$ cat src/rrsa_pkg.sv
`timescale 1ns / 1ps
// Shared types, constants and helpers for the rotate/translate source address generator.
// No dependencies; every other file refers to it by scoped names.
package rrsa_pkg;

  localparam int unsigned MAX_DIM            = 4096;
  localparam int unsigned TRIG_FRACTION_BITS = 14;
  localparam int unsigned POS_FRAC_BITS      = 8;
  localparam int unsigned SCALE_BITS         = POS_FRAC_BITS + TRIG_FRACTION_BITS;

  localparam int unsigned DIM_W    = 13;
  localparam int unsigned COORD_W  = 12;
  localparam int unsigned INDEX_W  = 24;
  localparam int unsigned TRIG_W   = 16;
  localparam int unsigned SHIFT_W  = 20;

  // Q.8 coordinates, products and the rotated sum.
  localparam int unsigned Q8_W   = 24;
  localparam int unsigned PROD_W = Q8_W + TRIG_W;
  localparam int unsigned SUM_W  = PROD_W + 2;
  localparam int unsigned INT_W  = SUM_W - SCALE_BITS;

  localparam int unsigned NUM_STAGES = 5;

  localparam int unsigned ADDR_W    = 5;
  localparam int unsigned DATA_W    = 32;
  localparam int unsigned REG_IDX_W = 3;

  localparam logic [DIM_W-1:0]   MAX_DIM_V      = DIM_W'(MAX_DIM);
  localparam logic [DIM_W-1:0]   RST_WIDTH      = DIM_W'(256);
  localparam logic [DIM_W-1:0]   RST_HEIGHT     = DIM_W'(256);
  localparam logic [TRIG_W-1:0]  RST_COS        = TRIG_W'(16384);
  localparam logic [TRIG_W-1:0]  RST_SIN        = '0;
  localparam logic [SHIFT_W-1:0] RST_SHIFT      = '0;

  typedef enum logic [REG_IDX_W-1:0] {
    REG_IMAGE_WIDTH  = 3'd0,
    REG_IMAGE_HEIGHT = 3'd1,
    REG_COS_ANGLE    = 3'd2,
    REG_SIN_ANGLE    = 3'd3,
    REG_SHIFT_X      = 3'd4,
    REG_SHIFT_Y      = 3'd5
  } reg_idx_e;

  typedef struct packed {
    logic [COORD_W-1:0] out_x;
    logic [COORD_W-1:0] out_y;
  } in_t;

  typedef struct packed {
    logic [COORD_W-1:0] src_x;
    logic [COORD_W-1:0] src_y;
    logic [INDEX_W-1:0] src_index;
    logic               outside;
  } out_t;

  typedef struct packed {
    logic [DIM_W-1:0]   image_width;
    logic [DIM_W-1:0]   image_height;
    logic [TRIG_W-1:0]  cos_angle;
    logic [TRIG_W-1:0]  sin_angle;
    logic [SHIFT_W-1:0] shift_x;
    logic [SHIFT_W-1:0] shift_y;
  } cfg_t;

  function automatic logic [DIM_W-1:0] clamp_dim(input logic [DIM_W-1:0] d);
    return (d > MAX_DIM_V) ? MAX_DIM_V : d;
  endfunction

endpackage

$ cat src/rrsa_cfg_regs.sv
`timescale 1ns / 1ps
// Configuration register file behind a simple APB-style port.
// Depends on rrsa_pkg for the register map and the cfg_t bundle.
module rrsa_cfg_regs (
  input  logic                        clk_i,
  input  logic                        rst_ni,
  input  logic                        psel,
  input  logic                        penable,
  input  logic                        pwrite,
  input  logic [rrsa_pkg::ADDR_W-1:0] paddr,
  input  logic [rrsa_pkg::DATA_W-1:0] pwdata,
  output logic [rrsa_pkg::DATA_W-1:0] prdata,
  output logic                        pready,
  output rrsa_pkg::cfg_t              cfg_o
);

  rrsa_pkg::cfg_t   cfg_q;
  rrsa_pkg::reg_idx_e idx;
  logic             wr_en;

  assign pready = 1'b1;
  assign idx    = rrsa_pkg::reg_idx_e'(paddr[rrsa_pkg::ADDR_W-1:2]);
  assign wr_en  = psel && penable && pwrite;

  always_ff @(posedge clk_i or negedge rst_ni) begin
    if (!rst_ni) begin
      cfg_q.image_width  <= rrsa_pkg::RST_WIDTH;
      cfg_q.image_height <= rrsa_pkg::RST_HEIGHT;
      cfg_q.cos_angle    <= rrsa_pkg::RST_COS;
      cfg_q.sin_angle    <= rrsa_pkg::RST_SIN;
      cfg_q.shift_x      <= rrsa_pkg::RST_SHIFT;
      cfg_q.shift_y      <= rrsa_pkg::RST_SHIFT;
    end else if (wr_en) begin
      unique case (idx)
        rrsa_pkg::REG_IMAGE_WIDTH:  cfg_q.image_width  <= pwdata[rrsa_pkg::DIM_W-1:0];
        rrsa_pkg::REG_IMAGE_HEIGHT: cfg_q.image_height <= pwdata[rrsa_pkg::DIM_W-1:0];
        rrsa_pkg::REG_COS_ANGLE:    cfg_q.cos_angle    <= pwdata[rrsa_pkg::TRIG_W-1:0];
        rrsa_pkg::REG_SIN_ANGLE:    cfg_q.sin_angle    <= pwdata[rrsa_pkg::TRIG_W-1:0];
        rrsa_pkg::REG_SHIFT_X:      cfg_q.shift_x      <= pwdata[rrsa_pkg::SHIFT_W-1:0];
        rrsa_pkg::REG_SHIFT_Y:      cfg_q.shift_y      <= pwdata[rrsa_pkg::SHIFT_W-1:0];
        default: ;
      endcase
    end
  end

  always_comb begin
    unique case (idx)
      rrsa_pkg::REG_IMAGE_WIDTH:  prdata = rrsa_pkg::DATA_W'(cfg_q.image_width);
      rrsa_pkg::REG_IMAGE_HEIGHT: prdata = rrsa_pkg::DATA_W'(cfg_q.image_height);
      rrsa_pkg::REG_COS_ANGLE:    prdata = rrsa_pkg::DATA_W'(cfg_q.cos_angle);
      rrsa_pkg::REG_SIN_ANGLE:    prdata = rrsa_pkg::DATA_W'(cfg_q.sin_angle);
      rrsa_pkg::REG_SHIFT_X:      prdata = rrsa_pkg::DATA_W'(cfg_q.shift_x);
      rrsa_pkg::REG_SHIFT_Y:      prdata = rrsa_pkg::DATA_W'(cfg_q.shift_y);
      default:                    prdata = '0;
    endcase
  end

  assign cfg_o = cfg_q;

endmodule

$ cat config.mk
export PLATFORM = sky130hd
export DESIGN_NAME = rrsa_cfg_regs
export DESIGN_NICKNAME = d
export VERILOG_FILES = /design/src/rrsa_pkg.sv /design/src/rrsa_cfg_regs.sv
export SDC_FILE = /design/constraint.sdc
export NUM_CORES = 1
export LEC_CHECK = 0
export ABC_AREA = 0
export BUFFER_PORTS_ARGS = -buffer_cell sky130_fd_sc_hd__buf_2
export CELL_PAD_IN_SITES_DETAIL_PLACEMENT = 2
export CELL_PAD_IN_SITES_GLOBAL_PLACEMENT = 2
export CORE_MARGIN = 2
export CORE_UTILIZATION = 34
export CTS_CLUSTER_SIZE = 8
export DETAILED_ROUTE_END_ITERATION = 10
export GPL_ROUTABILITY_DRIVEN = 1
export GPL_TIMING_DRIVEN = 0
export HOLD_SLACK_MARGIN = 0.1
export PLACE_DENSITY = 0.9
export SYNTH_ARGS = -nofsm -noshare
export SYNTH_HDL_FRONTEND = slang
export SYNTH_SLANG_ARGS = --single-unit
$ cat constraint.sdc
create_clock -name clk_i -period 1.9 [get_ports clk_i]
set_clock_uncertainty 0.15 [all_clocks]
set_input_delay 0.19 -clock clk_i [delete_from_list [all_inputs] [get_ports clk_i]]
set_output_delay 0.19 -clock clk_i [all_outputs]
set_load 0.1 [all_outputs]
==> summary.md <==
| Metric | Value |
|---|---|
| Final nets | `566` |
| GR Overflow Total | `0` |
| Internal power | `4.66 mW` |
| RSZ-0062 raised after global routing | `true` |
| CP peak stage delay | `0.47 ns` |
| CP cell instances | `mux2i_2 > o21ai_1 > a221o_2 > buf_12` |
| Drt via density | `4.98` |
| Setup crit start kind | `flop` |
| Post-synth top area share | `0.512` |
| Max Freq | `516 MHz` |
| Post-route setup slack | `-0.0390 ns` |
| Worst Setup End Kind | `primary output` |
| Vias in the first global route | `4013` |
| # Max-Cap Violations | `0` |
| Final non-filler cell total | `slightly above 700` |
| Final setup viols | `3` |
| Sequential share of the synthesized area | `0.529` |
| Least-Margin Pin Slew | `0.597 ns` |
| Die width | `121 um` |
| Failing checks | `negative setup slack` |
| Final Hold Viols | `0` |
| # H-tree levels | `3` |
| Layout cells sized above 1 | `0.826` |
| Comb pwr share | `0.534` |
| Synth async-reset ratio | `1.00` |
| Placer Congestion | `slightly below 0.8` |
| Top cell type by total area after synthesis | `dfrtp_1` |
| Die Area | `~0.015 mm^2` |
| Overall Power | `around 10 mW` |
| Leakage | `3.11 nW` |
| Clk root buf | `clkbuf_16` |
| Sw frac | `0.541` |
| Worst path slowest cell | `dfstp_4` |
| Main synth FF type | `dfrtp_1` |
| Top-count cell post-synth | `mux2_2` |
| Antenna violations before repair | `2` |
| Area grow syn2layout | `45.9%` |
| Status | `complete, but fails checks` |
| Syn Area/Cell | `13.9 um^2` |
| Area of the mapped netlist | `0.00464 mm^2` |
| Final ANT Viol Nets | `0` |
| Port Buffers | `between 100 and 150` |
| Later-pin clock latency in the skew report | `approximately 0.34 ns` |
| CTS clk-pin slew, worst paths | `0.07 ns` |
| CTS Sinks | `roughly 100` |
| Clk buf depth | `2` |
| Pins over their slew limit | `0` |
| Net Sw Power | `5.49 mW` |
| Distinct cell type count after synthesis | `27` |
| CP Max Fanout | `3` |
| First drt pass iteration count | `4` |
| Initial Utilization | `0.349` |
| Clk pwr share | `0.174` |
| PD cells | `approximately 1500 mW/mm^2` |
| Part of the power in registers | `0.292` |
| DP HPWL | `about 11000 um` |
| Area contributors post-synth | `dfrtp_1 51%, mux2_2 25%, mux2i_1 8.0%, buf_4 3.2%, dfstp_2 1.7%` |
| Max reg flops | `98` |
| Core ar. | `0.0133 mm^2` |
| Placed cell count | `665` |
| Yosys warns | `0` |
| Initial DRC count | `85` |
| Post-synthesis register bit count | `~100` |
| Setup CP Type | `reg2out` |
| Worst Path Required | `1.56 ns` |
| Rows | `42` |
| Final Cycle Share | `1.02` |
| IO Count | `173` |
| Routed wire length | `15900 um` |
| # fillers | `1288` |
| CTS tree | `done` |
| Core Util, Final | `0.510` |
| CTS Buf Count | `9` |
| Final min period | `~1.9 ns` |
| Setup TNS | `-0.0763 ns` |
| Residual DRC | `0` |
| Largest net degree at the start of global routing | `between 50 and 60` |
| Type of the worst min-delay path | `in2reg` |
| Drt wl/cell | `~23 um` |
| Synth Instances | `334` |
| Worst slew margin | `0.602` |
| Crit path max-delay family | `flip-flops` |
| Gr usage total | `0.227` |
| Crit path buf inv count | `1` |
| Worst Path Arrival | `1.60 ns` |
| EDFF count, synth | `0` |
| First-pass GRT wire length | `24500 um` |
| Peak supply drop | `760 uV` |
| Via Count | `3521` |
| Die H | `between 100 and 150 um` |
| Synth top cells by count | `103 x mux2_2, 95 x dfrtp_1, 37 x mux2i_1` |
## metrics by stage
| stage | instance area (um^2) | hold slack [ns] | setup slack (ns) |
|---|---|---|---|
| 2_1_floorplan | 5020 | -0.256 | -0.172 |
| 3_3_place_gp | 5960 | 0.288 | -0.799 |
| 3_5_place_dp | 5990 | 0.0837 | -0.639 |
| 4_1_cts | 6700 | 0.227 | -0.0643 |
| 5_1_grt | 6770 | 0.247 | -0.106 |
| 6_report | 6780 | 0.231 | -0.0390 |
## metal layers
metal | part of all wire | GRT usage | up-vias
li1 | - | - | 1572
met1 | 0.41 | 0.272 | 1822
met2 | 0.52 | 0.408 | 108
met3 | 0.050 | 0.0437 | 19
met4 | 0.018 | 0.0741 | 0
met5 | 0 | 0 | -
## power groups by stage
stage	registers [mW]	logic, mW	clock network (mW)
finish	2.97	5.42	1.76
global route	3.04	5.57	1.91
CTS	2.95	5.37	1.81
detailed placement	2.98	5.17	0
global placement	2.93	5.08	0
floorplan	5.92	1.34	0
## worst paths after layout
check	startpoint	end	slack (ns)	cells after the start
setup reg to reg	cfg_o[97]$_DFFE_PN0P_	cfg_o[97]$_DFFE_PN0P_	0.82	2
setup / recovery	cfg_o[80]$_DFFE_PN1P_	prdata[8]	-0.04	4
max in group asynchronous	rst_ni	cfg_o[93]$_DFFE_PN1P_	0.64	3
hold reg to reg	cfg_o[16]$_DFFE_PN0P_	cfg_o[16]$_DFFE_PN0P_	0.38	1
min in group asynchronous	rst_ni	cfg_o[38]$_DFFE_PN0P_	0.24	2
hold / removal	paddr[4]	cfg_o[87]$_DFFE_PN0P_	0.23	3
## tightest hold or removal path: stages
cell and delay [ns]:
buf_4 0.19, nor3_4 0.09, mux2_2 0.21
## placed cells by master, fill, tap and decap left out, types with 3 or more instances in the layout
master / netlist / layout
buf_2: 7 / 127
mux2_2: 103 / 103
dfrtp_2: 0 / 89
buf_4: 20 / 30
mux2i_1: 37 / 24
dlygate4sd3_1: 0 / 21
mux2i_2: 0 / 13
conb_1: 2 / 13
buf_6: 4 / 11
buf_12: 0 / 9
clkbuf_16: 0 / 9
nor2_1: 14 / 8
nor2_4: 0 / 6
nand3_1: 6 / 6
a221o_2: 0 / 6
dfrtp_4: 0 / 6
nand2_1: 5 / 5
o221ai_4: 0 / 5
o21ai_0: 6 / 3
inv_1: 3 / 3
o21ai_1: 0 / 3
o22ai_4: 0 / 3
dfstp_4: 0 / 3
clkbuf_8: 0 / 3
## area by class of cell
type	instances	area, um^2	share of cell area
clock buffer	14	274	0.0404
timing repair buffer	168	1150	0.170
buffer	33	274	0.0404
antenna	2	5.00	0.000739
multi-input combinational	211	2230	0.329
inverter	3	11.3	0.00166
tap	176	220	0.0325
clock inverter	2	10.0	0.00148
sequential	98	2600	0.384
## repair_timing
| action | in CTS | in global routing |
|---|---|---|
| hold buffers | 21 | 0 |
| pin swaps | 3 | 1 |
| hold endpoints to repair | 140 | 0 |
| setup buffers | 1 | 2 |
| cloned | 0 | 0 |
| gates resized for setup | 64 | 18 |
| setup endpoints to repair | 20 | 13 |
## logic make-up after synthesis
family	Yosys count	share of synthesized area
other cells	2	0.00162
compound gates	25	0.0412
mux	140	0.329
buf+inv	36	0.0536
simple gates	33	0.0453
flops	98	0.529
(Power assumes the default switching activity.)
